--- src/rtl/smebf_pkg.sv ---
package smebf_pkg;

   // Label and position geometry
   localparam int unsigned NUM_LABELS = 64;
   localparam int unsigned LABEL_W    = 6;
   localparam int unsigned POS_W      = 16;
   localparam logic [POS_W-1:0] POS_TOP = 16'hFFFF;

   // Membership masks
   localparam int unsigned SET_W = 64;

   // Configuration port geometry: three 64-bit registers at 8-byte stride
   localparam int unsigned CSR_ADDR_W = 5;
   localparam int unsigned CSR_DATA_W = 64;
   localparam int unsigned REG_IDX_W  = 2;

   // Register indexes
   localparam logic [REG_IDX_W-1:0] REG_START_SET  = 2'd0;
   localparam logic [REG_IDX_W-1:0] REG_MIDDLE_SET = 2'd1;
   localparam logic [REG_IDX_W-1:0] REG_END_SET    = 2'd2;

   // Classification queue geometry
   localparam int unsigned QUEUE_DEPTH = 2;
   localparam int unsigned QPTR_W      = 1;
   localparam int unsigned QCNT_W      = 2;

   typedef struct packed {
      logic [SET_W-1:0] start_set;
      logic [SET_W-1:0] middle_set;
      logic [SET_W-1:0] end_set;
   } sets_type;

   // One classified label as it travels from front to back
   typedef struct packed {
      logic is_start;
      logic is_middle;
      logic is_end;
      logic last;
   } item_type;

   // Queue status seen by both sides
   typedef struct packed {
      logic full;
      logic empty;
   } queue_status_type;

   // Labels at or above NUM_LABELS belong to no set
   function automatic logic in_set(input logic [SET_W-1:0] set,
                                   input logic [LABEL_W-1:0] label);
      logic hit;
      hit = (32'(label) < NUM_LABELS) && set[label];
      return hit;
   endfunction

endpackage

--- src/rtl/smebf_channels.sv ---
interface smebf_req_if;
   import smebf_pkg::*;

   logic               valid;
   logic               ready;
   logic [LABEL_W-1:0] path_state;
   logic               last_of_path;

   modport source (output valid, path_state, last_of_path, input ready);
   modport sink   (input valid, path_state, last_of_path, output ready);
endinterface

interface smebf_rsp_if;
   import smebf_pkg::*;

   logic             valid;
   logic             ready;
   logic [POS_W-1:0] block_first;
   logic [POS_W-1:0] block_last;

   modport source (output valid, block_first, block_last, input ready);
   modport sink   (input valid, block_first, block_last, output ready);
endinterface

--- src/rtl/smebf_csr.sv ---
module smebf_csr (
   input  logic                              clock,
   input  logic                              reset,
   input  logic                              psel,
   input  logic                              penable,
   input  logic                              pwrite,
   input  logic [smebf_pkg::CSR_ADDR_W-1:0]  paddr,
   input  logic [smebf_pkg::CSR_DATA_W-1:0]  pwdata,
   output logic [smebf_pkg::CSR_DATA_W-1:0]  prdata,
   output logic                              pready,
   output smebf_pkg::sets_type               sets
);
   import smebf_pkg::*;

   sets_type             sets_ff;
   sets_type             sets_in;
   logic [REG_IDX_W-1:0] reg_idx;
   logic                 wr_en;

   assign reg_idx = paddr[CSR_ADDR_W-1:CSR_ADDR_W-REG_IDX_W];
   assign wr_en   = psel && penable && pwrite;
   assign pready  = 1'b1;
   assign sets    = sets_ff;

   // Decode the write; unknown indexes are dropped
   always_comb begin
      sets_in = sets_ff;
      if (wr_en) begin
         unique case (reg_idx)
            REG_START_SET:  sets_in.start_set  = pwdata;
            REG_MIDDLE_SET: sets_in.middle_set = pwdata;
            REG_END_SET:    sets_in.end_set    = pwdata;
            default:        sets_in = sets_ff;
         endcase
      end
   end

   // Read back
   always_comb begin
      unique case (reg_idx)
         REG_START_SET:  prdata = sets_ff.start_set;
         REG_MIDDLE_SET: prdata = sets_ff.middle_set;
         REG_END_SET:    prdata = sets_ff.end_set;
         default:        prdata = '0;
      endcase
   end

   always_ff @(posedge clock) begin
      if (reset) begin
         sets_ff <= '0;
      end else begin
         sets_ff <= sets_in;
      end
   end

endmodule

--- src/rtl/smebf_front.sv ---
module smebf_front (
   smebf_req_if.sink                   req,
   input  smebf_pkg::sets_type         sets,
   input  smebf_pkg::queue_status_type qstat,
   output logic                        push,
   output smebf_pkg::item_type         push_item
);
   import smebf_pkg::*;

   // Accept whenever the queue has room
   assign req.ready = !qstat.full;
   assign push      = req.valid && !qstat.full;

   // Classify the label against the three masks
   always_comb begin
      push_item.is_start  = in_set(sets.start_set,  req.path_state);
      push_item.is_middle = in_set(sets.middle_set, req.path_state);
      push_item.is_end    = in_set(sets.end_set,    req.path_state);
      push_item.last      = req.last_of_path;
   end

endmodule

--- src/rtl/smebf_queue.sv ---
module smebf_queue (
   input  logic                        clock,
   input  logic                        reset,
   input  logic                        push,
   input  smebf_pkg::item_type         push_item,
   input  logic                        pop,
   output smebf_pkg::item_type         head_item,
   output smebf_pkg::queue_status_type qstat
);
   import smebf_pkg::*;

   item_type          slot_ff [QUEUE_DEPTH];
   logic [QPTR_W-1:0] wr_ptr_ff;
   logic [QPTR_W-1:0] wr_ptr_in;
   logic [QPTR_W-1:0] rd_ptr_ff;
   logic [QPTR_W-1:0] rd_ptr_in;
   logic [QCNT_W-1:0] count_ff;
   logic [QCNT_W-1:0] count_in;

   assign qstat.full  = (count_ff == QCNT_W'(QUEUE_DEPTH));
   assign qstat.empty = (count_ff == '0);
   assign head_item   = slot_ff[rd_ptr_ff];

   // Advance pointers and occupancy
   always_comb begin
      wr_ptr_in = push ? wr_ptr_ff + 1'b1 : wr_ptr_ff;
      rd_ptr_in = pop  ? rd_ptr_ff + 1'b1 : rd_ptr_ff;
      count_in  = count_ff;
      if (push && !pop) begin
         count_in = count_ff + 1'b1;
      end else if (pop && !push) begin
         count_in = count_ff - 1'b1;
      end
   end

   always_ff @(posedge clock) begin
      if (reset) begin
         wr_ptr_ff <= '0;
         rd_ptr_ff <= '0;
         count_ff  <= '0;
      end else begin
         wr_ptr_ff <= wr_ptr_in;
         rd_ptr_ff <= rd_ptr_in;
         count_ff  <= count_in;
      end
   end

   // Store payload
   always_ff @(posedge clock) begin
      if (push) begin
         slot_ff[wr_ptr_ff] <= push_item;
      end
   end

endmodule

--- src/rtl/smebf_back.sv ---
module smebf_back (
   input  logic                        clock,
   input  logic                        reset,
   input  smebf_pkg::item_type         head_item,
   input  smebf_pkg::queue_status_type qstat,
   output logic                        pop,
   smebf_rsp_if.source                 rsp
);
   import smebf_pkg::*;

   logic             inside_ff;
   logic             inside_in;
   logic             middle_ff;
   logic             middle_in;
   logic             end_ff;
   logic             end_in;
   logic [POS_W-1:0] open_start_ff;
   logic [POS_W-1:0] open_start_in;
   logic [POS_W-1:0] position_ff;
   logic [POS_W-1:0] position_in;
   logic             rsp_valid_ff;
   logic             rsp_valid_in;
   logic [POS_W-1:0] first_ff;
   logic [POS_W-1:0] last_ff;
   logic             report;
   logic [POS_W-1:0] last_pos;
   logic             out_free;

   // Take the next label when the output register can hold a result
   assign out_free = !rsp_valid_ff || rsp.ready;
   assign pop      = !qstat.empty && out_free;

   assign rsp.valid       = rsp_valid_ff;
   assign rsp.block_first = first_ff;
   assign rsp.block_last  = last_ff;

   // Closing position of the block, clamped to its start
   always_comb begin
      last_pos = (position_ff != '0) ? position_ff - 1'b1 : '0;
      if (last_pos < open_start_ff) begin
         last_pos = open_start_ff;
      end
   end

   // Block tracking
   always_comb begin
      inside_in     = inside_ff;
      middle_in     = middle_ff;
      end_in        = end_ff;
      open_start_in = open_start_ff;
      position_in   = position_ff;
      report        = 1'b0;
      if (pop) begin
         if (inside_ff) begin
            if (head_item.is_middle) begin
               middle_in = 1'b1;
            end else if ((middle_ff || end_ff) && head_item.is_end) begin
               end_in = 1'b1;
            end else begin
               if (end_ff) begin
                  report = 1'b1;
                  end_in = 1'b0;
               end
               middle_in = 1'b0;
               if (head_item.is_start) begin
                  open_start_in = position_ff;
               end else begin
                  inside_in = 1'b0;
               end
            end
         end else if (head_item.is_start) begin
            open_start_in = position_ff;
            inside_in     = 1'b1;
         end
         // Drop any open block at the end of a path
         if (head_item.last) begin
            position_in = '0;
            inside_in   = 1'b0;
            middle_in   = 1'b0;
            end_in      = 1'b0;
         end else if (position_ff < POS_TOP) begin
            position_in = position_ff + 1'b1;
         end
      end
   end

   // Output register
   always_comb begin
      rsp_valid_in = rsp_valid_ff;
      if (report) begin
         rsp_valid_in = 1'b1;
      end else if (rsp.ready) begin
         rsp_valid_in = 1'b0;
      end
   end

   always_ff @(posedge clock) begin
      if (reset) begin
         inside_ff     <= 1'b0;
         middle_ff     <= 1'b0;
         end_ff        <= 1'b0;
         open_start_ff <= '0;
         position_ff   <= '0;
         rsp_valid_ff  <= 1'b0;
      end else begin
         inside_ff     <= inside_in;
         middle_ff     <= middle_in;
         end_ff        <= end_in;
         open_start_ff <= open_start_in;
         position_ff   <= position_in;
         rsp_valid_ff  <= rsp_valid_in;
      end
   end

   // Hold the result payload
   always_ff @(posedge clock) begin
      if (report) begin
         first_ff <= open_start_ff;
         last_ff  <= last_pos;
      end
   end

endmodule

--- src/rtl/start_middle_end_block_finder_core.sv ---
// Channel   Direction  Handshake      Payload
// req_bus   in         valid/ready    path_state[5:0], last_of_path
// rsp_bus   out        valid/ready    block_first[15:0], block_last[15:0]
// csr (APB) in         psel/penable   start_set, middle_set, end_set (64 bits each)
//
// One label per cycle sustained while rsp_bus does not stall; a label is
// classified on acceptance and handled by the tracker after the queue.
// A result appears on rsp_bus the cycle after the tracker takes the label after the block.
// Reset clears the masks, the two-entry queue, the flags and the position.
// Stalls on rsp_bus hold the tracker; the queue fills and then req_bus.ready drops.
module start_middle_end_block_finder_core (
   input  logic                             clock,
   input  logic                             reset,
   smebf_req_if.sink                        req_bus,
   smebf_rsp_if.source                      rsp_bus,
   input  logic                             psel,
   input  logic                             penable,
   input  logic                             pwrite,
   input  logic [smebf_pkg::CSR_ADDR_W-1:0] paddr,
   input  logic [smebf_pkg::CSR_DATA_W-1:0] pwdata,
   output logic [smebf_pkg::CSR_DATA_W-1:0] prdata,
   output logic                             pready
);
   import smebf_pkg::*;

   sets_type         sets;
   queue_status_type qstat;
   item_type         push_item;
   item_type         head_item;
   logic             push;
   logic             pop;

   smebf_csr u_csr (
      .clock   (clock),
      .reset   (reset),
      .psel    (psel),
      .penable (penable),
      .pwrite  (pwrite),
      .paddr   (paddr),
      .pwdata  (pwdata),
      .prdata  (prdata),
      .pready  (pready),
      .sets    (sets)
   );

   smebf_front u_front (
      .req       (req_bus),
      .sets      (sets),
      .qstat     (qstat),
      .push      (push),
      .push_item (push_item)
   );

   smebf_queue u_queue (
      .clock     (clock),
      .reset     (reset),
      .push      (push),
      .push_item (push_item),
      .pop       (pop),
      .head_item (head_item),
      .qstat     (qstat)
   );

   smebf_back u_back (
      .clock     (clock),
      .reset     (reset),
      .head_item (head_item),
      .qstat     (qstat),
      .pop       (pop),
      .rsp       (rsp_bus)
   );

endmodule

--- src/flat_wrapper.sv ---
// flat-port wrapper written by rule: the top's interface ports become plain ports
module start_middle_end_block_finder_core_flat import smebf_pkg::*;
  (clock, reset, psel, penable, pwrite, paddr, pwdata, prdata, pready, req_bus_valid, req_bus_path_state, req_bus_last_of_path, req_bus_ready, rsp_bus_valid, rsp_bus_block_first, rsp_bus_block_last, rsp_bus_ready);
  smebf_req_if req_bus_i ();
  smebf_rsp_if rsp_bus_i ();
  input  logic clock;
  input  logic reset;
  input  logic psel;
  input  logic penable;
  input  logic pwrite;
  input  logic [smebf_pkg::CSR_ADDR_W-1:0] paddr;
  input  logic [smebf_pkg::CSR_DATA_W-1:0] pwdata;
  output logic [smebf_pkg::CSR_DATA_W-1:0] prdata;
  output logic pready;
  input wire logic [$bits(req_bus_i.valid)-1:0] req_bus_valid;
  input wire logic [$bits(req_bus_i.path_state)-1:0] req_bus_path_state;
  input wire logic [$bits(req_bus_i.last_of_path)-1:0] req_bus_last_of_path;
  output wire logic [$bits(req_bus_i.ready)-1:0] req_bus_ready;
  output wire logic [$bits(rsp_bus_i.valid)-1:0] rsp_bus_valid;
  output wire logic [$bits(rsp_bus_i.block_first)-1:0] rsp_bus_block_first;
  output wire logic [$bits(rsp_bus_i.block_last)-1:0] rsp_bus_block_last;
  input wire logic [$bits(rsp_bus_i.ready)-1:0] rsp_bus_ready;
  assign req_bus_i.valid = req_bus_valid;
  assign req_bus_i.path_state = req_bus_path_state;
  assign req_bus_i.last_of_path = req_bus_last_of_path;
  assign req_bus_ready = req_bus_i.ready;
  assign rsp_bus_valid = rsp_bus_i.valid;
  assign rsp_bus_block_first = rsp_bus_i.block_first;
  assign rsp_bus_block_last = rsp_bus_i.block_last;
  assign rsp_bus_i.ready = rsp_bus_ready;
  start_middle_end_block_finder_core u_core (.clock(clock), .reset(reset), .req_bus(req_bus_i), .rsp_bus(rsp_bus_i), .psel(psel), .penable(penable), .pwrite(pwrite), .paddr(paddr), .pwdata(pwdata), .prdata(prdata), .pready(pready));
endmodule
--- config.mk ---
export PLATFORM = sky130hd
export DESIGN_NAME = start_middle_end_block_finder_core_flat
export DESIGN_NICKNAME = d
export VERILOG_FILES = /design/src/rtl/smebf_pkg.sv /design/src/rtl/smebf_channels.sv /design/src/rtl/smebf_csr.sv /design/src/rtl/smebf_front.sv /design/src/rtl/smebf_queue.sv /design/src/rtl/smebf_back.sv /design/src/rtl/start_middle_end_block_finder_core.sv /design/src/flat_wrapper.sv
export SDC_FILE = /design/constraint.sdc
export NUM_CORES = 1
export LEC_CHECK = 0
export ABC_AREA = 1
export BUFFER_PORTS_ARGS = -buffer_cell sky130_fd_sc_hd__buf_2
export CORE_MARGIN = 10
export CORE_UTILIZATION = 53
export CTS_CLUSTER_DIAMETER = 120
export DETAILED_ROUTE_END_ITERATION = 10
export PLACE_DENSITY = 0.76
export REMOVE_ABC_BUFFERS = 1
export SLEW_MARGIN = 40
export SYNTH_ARGS = -nofsm -noshare
export SYNTH_HDL_FRONTEND = slang
export SYNTH_HIERARCHICAL = 1
export SYNTH_SLANG_ARGS = --single-unit
--- constraint.sdc ---
create_clock -name clock -period 2.8 [get_ports clock]
set_input_delay 0.56 -clock clock [delete_from_list [all_inputs] [get_ports clock]]
set_output_delay 0.56 -clock clock [all_outputs]
set_load 0.05 [all_outputs]
==> metrics.txt, run 1 <==
DRC=0; Area Growth Syn to Fin=17.11%; outcome=finished clean; Hold Worst Slack=0.1986 ns; post-synthesis compound-gate area fraction=3.263%; power density cells=751.8 mW/mm2; Worst VDD drop=0.0006210 V; clock sinks=273; Design Area, Final=0.01760 mm2; adder-cell area share of the yosys netlist=1.582%; initial DRC count=1,321; commonest non-fill, non-tap cells in the layout=nand2_1, nand3_1, nor2_1; Final Max Slew Viols=0; Die Y=188.4 um; Max clock buf depth=3; initial core utilization=53.95%; simple-gate share of the synthesized area=45.43%; CP peak stage delay=0.33 ns; CP startpoint kind=flop; Tmin final=2.777 ns; Yosys reg bits=273; Setup Skew=0.01052 ns; largest net degree at the start of global routing=97; WL/cell=15.38 um; Tightest Pin Transition=0.6898 ns; type of the worst setup path=flop to flop; Crit path arrival time=3.10 ns; Worst-path clk slew=0.06 ns; # rows=61; WP data required=3.12 ns; final setup violation count=0; post-synthesis sequential area ratio=39.02%; Layout fillers=2,580; Leak Pwr=7.888 nW; Netlist cell types=42; most area-hungry cell type in the Yosys netlist=dfxtp_1; multiplexer area fraction after synthesis=0.2997%; IO Port Bufs=177; Max Cap Violations=0; Yosys top cell area share=31.03%; min-delay worst type=primary input to flop; CTS root buf=clkbuf_16; initial antenna violation count=2; Tot Pwr=13.23 mW; mapped cell area=0.01503 mm2; syn avg cell area=6.507 um2; Final Hold Viols=0; Detailed Route WL=43.87 mm; main combinational cell family by area after synthesis=simple AND/OR/NAND/NOR gates; vias in the first global route=14,161; crit path capture type=flop; total number of vias=15,198; worst-path maximum fanout=7; routability cong.=0.8938; Area after DPL=0.01631 mm2; commonest non-fill, non-tap cell in the layout=nand2_1; H-tree depth=1; Final Net Count=2,551; CP top delay family=simple AND/OR/NAND/NOR gates; dominant cells by area after synthesis=dfxtp_1, nand2_1, nand3_1; first-pass detailed-route iteration total=5; Die W=188.4 um; total gr overflow=0; most frequent CP cell=nor2_4; Max Fclk=0.3601 GHz; critical-path cell list=nor2_4, nand3_2, nor2_4, nand3_4, nor2_4, nand4_1, o21ai_2, a21oi_2, ha_1, nand4_1, nor3_2, buf_4, nand2_8, buf_6, nand3_2, nand2_1; Skew-Pair Late Insertion Delay=0.56 ns; RSZ-0062 raised after global routing=yes; layout cells sized above 1=15.78%; relative slew slack=53.90%; HPWL Detailed=28.80 mm; CTS tree=yes; Slowest cell on crit path=dfxtp_2; total CTS buffers=30; WP buf/inv=2; post-synthesis cell count=2,310; R2R Setup Slk=0.02 ns; first-pass GRT wire length=70.53 mm; antenna-violating nets left=0; GRT Util Overall=23.33%; Synth Area in XOR/XNOR=0.4662%; Ports=182; post-route clock period utilization=99.19%; Die ar.=0.03550 mm2; Yosys Warn Count=6; area of the core=0.02786 mm2; average vias per placed instance=5.329
[sequential cells by signal (all words and copies together), names as in the netlist, named ones only]
signal / cells
u_core/u_back/position_ff: 16
u_core/u_queue/wr_ptr_ff: 1
u_core/u_queue/count_ff: 2
u_core/u_back/rsp.block_last: 16
u_core/u_back/middle_ff: 1
u_core/u_queue/slot_ff: 8
u_core/u_csr/sets: 192
u_core/u_queue/rd_ptr_ff: 1
u_core/u_back/end_ff: 1
u_core/u_back/open_start_ff: 16
u_core/u_back/rsp.valid: 1
u_core/u_back/inside_ff: 1
u_core/u_back/rsp.block_first: 16
[stage by stage]
stage / setup WS [ns] / setup TNS [ns] / util, % / cells
global placement: -0.0001295 / -0.0001295 / 58.56 / 2786
CTS: 0.02131 / 0 / 62.15 / 2841
floorplan: -3.983 / -950.29 / - / 2155
finish: 0.02279 / 0 / 63.18 / 2852
global route: -0.1445 / -1.716 / 63.18 / 2852
detailed placement: -0.04422 / -0.5583 / 58.56 / 2786
[logic make-up (layout without fill, tap and decap cells)]
| kind of cell | after synthesis | count (layout) |
|---|---|---|
| xor+xnor | 8 | 8 |
| flops | 273 | 273 |
| other cells | 1 | 3 |
| fa+ha+maj | 19 | 19 |
| simple gates | 1627 | 1628 |
| compound gates | 91 | 91 |
| mux | 4 | 4 |
| buf+inv | 287 | 448 |
[path summary, 6_finish.rpt]
check             cells past startpoint                                         from                                    endpoint
setup / recovery                     16    u_core/u_back/position_ff[3]$_SDFFE_PP0P_   u_core/u_back/rsp.block_last[4]$_DFFE_PP_
hold / removal                        1                         req_bus_last_of_path      u_core/u_queue/slot_ff[1][0]$_DFFE_PP_
setup reg to reg                     16    u_core/u_back/position_ff[3]$_SDFFE_PP0P_   u_core/u_back/rsp.block_last[4]$_DFFE_PP_
hold reg to reg                       0  u_core/u_back/open_start_ff[6]$_SDFFE_PP0P_  u_core/u_back/rsp.block_first[6]$_DFFE_PP_
[where the power goes]
part / total [mW] / switching, mW / leakage [nW] / internal, mW
registers: 4.52 / 0.184 / 2.26 / 4.34
logic: 4.78 / 2.90 / 5.14 / 1.88
clock network: 3.93 / 1.60 / 0.488 / 2.34
[routing by layer]
layer	track usage [%]	up-vias	part of all wire, %
met1	29.86	6890	42
met4	7.723	0	2.9
met5	0	-	0
li1	-	7616	-
met2	39.01	601	48
met3	4.062	91	7.8
[timing repair]
item | 4_1_cts | 5_1_grt
setup endpoints to repair | 16 | 16
resized for setup | 4 | 54
buffers inserted | 0 | 8
pin swaps | 1 | 25
hold buffers | 0 | 0
gates cloned | 0 | 1
[layout make-up]
class / count / area (um2) / area share, %
inverter: 132 / 505.5 / 2.872
clock inverter: 11 / 103.9 / 0.5900
timing repair buffer: 261 / 1844 / 10.48
tap: 378 / 473.0 / 2.687
sequential: 273 / 5869 / 33.35
clock buffer: 44 / 875.8 / 4.976
antenna: 2 / 5.005 / 0.02843
multi-input combinational: 1751 / 7925 / 45.02
[cells in the mapped netlist]
cell,count
nand4_1,7
o21ai_1,6
a21oi_1,46
inv_4,1
nor3_1,11
conb_1,1
or2_2,2
nand2_1,711
nand3_4,2
o21a_1,2
nor4_1,1
nand3b_1,1
o21ai_2,1
o221a_2,1
nor2_2,3
nand2_4,2
mux2_2,4
o211a_1,1
a211oi_1,3
xnor2_1,3
buf_1,4
a31oi_1,1
nand3_1,446
a21oi_2,1
nand3_2,1
nor3b_1,1
nor3_2,2
buf_4,40
inv_2,9
o31ai_1,1
nor2_1,428
inv_1,122
nor2_4,5
nand2_2,4
buf_2,58
ha_1,19
o21ai_0,28
xor2_1,5
edfxtp_1,40
clkbuf_1,28
dfxtp_1,233
buf_6,25
No activity file was read; power rests on OpenSTA's default activity.
==> run 2, diff against run 1 <==
--- a/config.mk
+++ b/config.mk
@@ -12,7 +12,6 @@
 export CTS_CLUSTER_DIAMETER = 120
 export DETAILED_ROUTE_END_ITERATION = 10
 export PLACE_DENSITY = 0.76
-export REMOVE_ABC_BUFFERS = 1
 export SLEW_MARGIN = 40
 export SYNTH_ARGS = -nofsm -noshare
 export SYNTH_HDL_FRONTEND = slang
==> metrics.txt, run 2 (synthesized netlist as in run 1, its figures left out) <==
type of the worst setup path=flop to flop (unchanged); WL/cell=16.03 um (was 15.38 um); Tightest Pin Transition=0.8314 ns (was 0.6898 ns); Die ar.=0.03550 mm2 (unchanged); CTS tree=yes (unchanged); relative slew slack=44.58% (was 53.90%); Detailed Route WL=45.65 mm (was 43.87 mm); Slowest cell on crit path=dfxtp_1 (was dfxtp_2); # rows=61 (unchanged); critical-path cell list=nor2_4, buf_4, buf_4, nand3_1, nor2_1, nand2_2, clkinv_4, buf_4, nor2_1, ha_1, a21oi_1, nor2_1, a211oi_2, o221a_4, buf_4, nand3_1, nand2_1 (was nor2_4, nand3_2, nor2_4, nand3_4, nor2_4, nand4_1, o21ai_2, a21oi_2, ha_1, nand4_1, nor3_2, buf_4, nand2_8, buf_6, nand3_2, nand2_1); Skew-Pair Late Insertion Delay=0.56 ns (about the same); crit path capture type=flop (unchanged); commonest non-fill, non-tap cells in the layout=nand2_1, nand3_1, nor2_1 (unchanged); pre-CTS WS=-0.06926 ns (was -0.04422 ns); Max Used Layer=met5 (was met4); met2 wire len=21.33 mm (was 20.89 mm); Max clock buf depth=3 (unchanged); Max Fclk=0.3295 GHz (was 0.3601 GHz); initial antenna violation count=3 (was 2); Hold Worst Slack=0.1987 ns (was 0.1986 ns); first-pass GRT wire length=70.34 mm (was 70.53 mm); CP top delay family=simple AND/OR/NAND/NOR gates (unchanged); DRC=0 (unchanged); Die Y=188.4 um (unchanged); clock sinks=273 (unchanged); final setup violation count=16 (was 0); failing checks=negative setup slack; Leak Pwr=7.853 nW (was 7.888 nW); Worst VDD drop=0.0006811 V (was 0.0006210 V); Tmin final=3.035 ns (was 2.777 ns); max FFs per register=192 (unchanged); RSZ-0062 raised after global routing=yes (unchanged); Die W=188.4 um (unchanged); CTS root buf=clkbuf_16 (unchanged); worst-path maximum fanout=5 (was 7); syn nets=2,412; Final Max Slew Viols=0 (unchanged); average vias per placed instance=5.424 (was 5.329); post-route clock period utilization=108.4% (was 99.19%); antenna-violating nets left=0 (unchanged); vias in the first global route=13,951 (was 14,161); commonest non-fill, non-tap cell in the layout=nand2_1 (unchanged); total gr overflow=0 (unchanged); Setup Skew=0.01226 ns (was 0.01052 ns); Design Area, Final=0.01761 mm2 (was 0.01760 mm2); CP peak stage delay=0.37 ns (was 0.33 ns); Final Hold Viols=0 (unchanged); min-delay worst type=primary input to flop (unchanged); total CTS buffers=30 (unchanged); WP buf/inv=5 (was 2); Final Net Count=2,545 (was 2,551); WP data required=3.10 ns (was 3.12 ns); Area after DPL=0.01604 mm2 (was 0.01631 mm2); Max Cap Violations=0 (unchanged); HPWL Detailed=27.86 mm (was 28.80 mm); met3 wire len=3.798 mm (was 3.405 mm); total number of vias=15,441 (was 15,198); Area Growth Syn to Fin=17.19% (was 17.11%); most frequent CP cell=buf_4 (was nor2_4); initial core utilization=53.95% (unchanged); IO Port Bufs=177 (unchanged); H-tree depth=1 (unchanged); CP startpoint kind=flop (unchanged); Crit path arrival time=3.33 ns (was 3.10 ns); metal1 wirelength=18.93 mm (was 18.30 mm); R2R Setup Slk=-0.24 ns (was 0.02 ns); largest net degree at the start of global routing=111 (was 97); outcome=finished with violations (was finished clean); Worst-path clk slew=0.06 ns (about the same); GRT Util Overall=23.32% (was 23.33%); power density cells=822.7 mW/mm2 (was 751.8 mW/mm2); worst setup margin=-0.2350 ns (was 0.02279 ns); initial DRC count=1,526 (was 1,321); routability cong.=0.8631 (was 0.8938); layout cells sized above 1=16.42% (was 15.78%); first-pass detailed-route iteration total=5 (unchanged); area of the core=0.02786 mm2 (unchanged); Ports=182 (unchanged); Util after Layout=63.23% (was 63.18%)
## run 2: final cells by class
| cell class | instances | area, um2 |
|---|---|---|
| fill | 2503 | 10240 |
| sequential | 273 | 5871 |
| clock buffer | 48 | 899.6 |
| multi-input combinational | 1753 | 8099 |
| timing repair buffer | 252 | 1639 |
| clock inverter | 8 | 117.6 |
| tap | 378 | 473.0 |
| antenna | 2 | 5.005 |
| timing repair inverter | 1 | 5.005 |
| inverter | 132 | 505.5 |
## run 2: final timing paths
check,cells past startpoint,startpoint,endpoint
max reg2reg,17,u_core/u_back/position_ff[2]$_SDFFE_PP0P_,u_core/u_back/rsp.block_last[7]$_DFFE_PP_
max,17,u_core/u_back/position_ff[2]$_SDFFE_PP0P_,u_core/u_back/rsp.block_last[7]$_DFFE_PP_
min,1,req_bus_last_of_path,u_core/u_queue/slot_ff[0][0]$_DFFE_PP_
min reg2reg,2,u_core/u_back/middle_ff$_SDFFE_PP0P_,u_core/u_back/middle_ff$_SDFFE_PP0P_
## run 2: where the power goes
group	total, mW	switching, mW	internal, mW
logic	5.90	3.68	2.22
registers	4.53	0.199	4.33
clock network	4.06	1.60	2.46
## run 2: timing repair
| action | in CTS | in global routing |
|---|---|---|
| gates resized for setup | 4 | 84 |
| hold buffers | 0 | 0 |
| gates cloned | 0 | 5 |
| setup endpoints to repair | 16 | 16 |
| pin swaps | 1 | 32 |
| buffers inserted | 0 | 17 |
## run 2: metal layers
layer / vias to the layer above / GRT usage [%]
met3: 128 / 3.471
met1: 6970 / 30.35
met5: - / 0
met4: 2 / 8.516
li1: 7625 / -
met2: 716 / 38.48
## run 2: worst reg2reg max path: cells and delay by family (launching register included)
family | cells | cell delay (ns)
adder cells (fa/ha/maj) | 1 | 0.22
buffers and inverters | 5 | 0.71
flip-flops | 1 | 0.37
AO/OA/AOI/OAI | 3 | 0.47
AND/OR/NAND/NOR | 8 | 1.02
## run 2: through the flow
stage / std cells / power, mW / setup TNS (ns)
after floorplan: 2310 / 7.500 / 0
after global placement: 2767 / 8.340 / 0
after detailed placement: 2767 / 8.470 / -0.8363
after CTS: 2823 / 12.58 / 0
after global routing: 2847 / 15.14 / -3.984
final: 2847 / 14.49 / -2.763
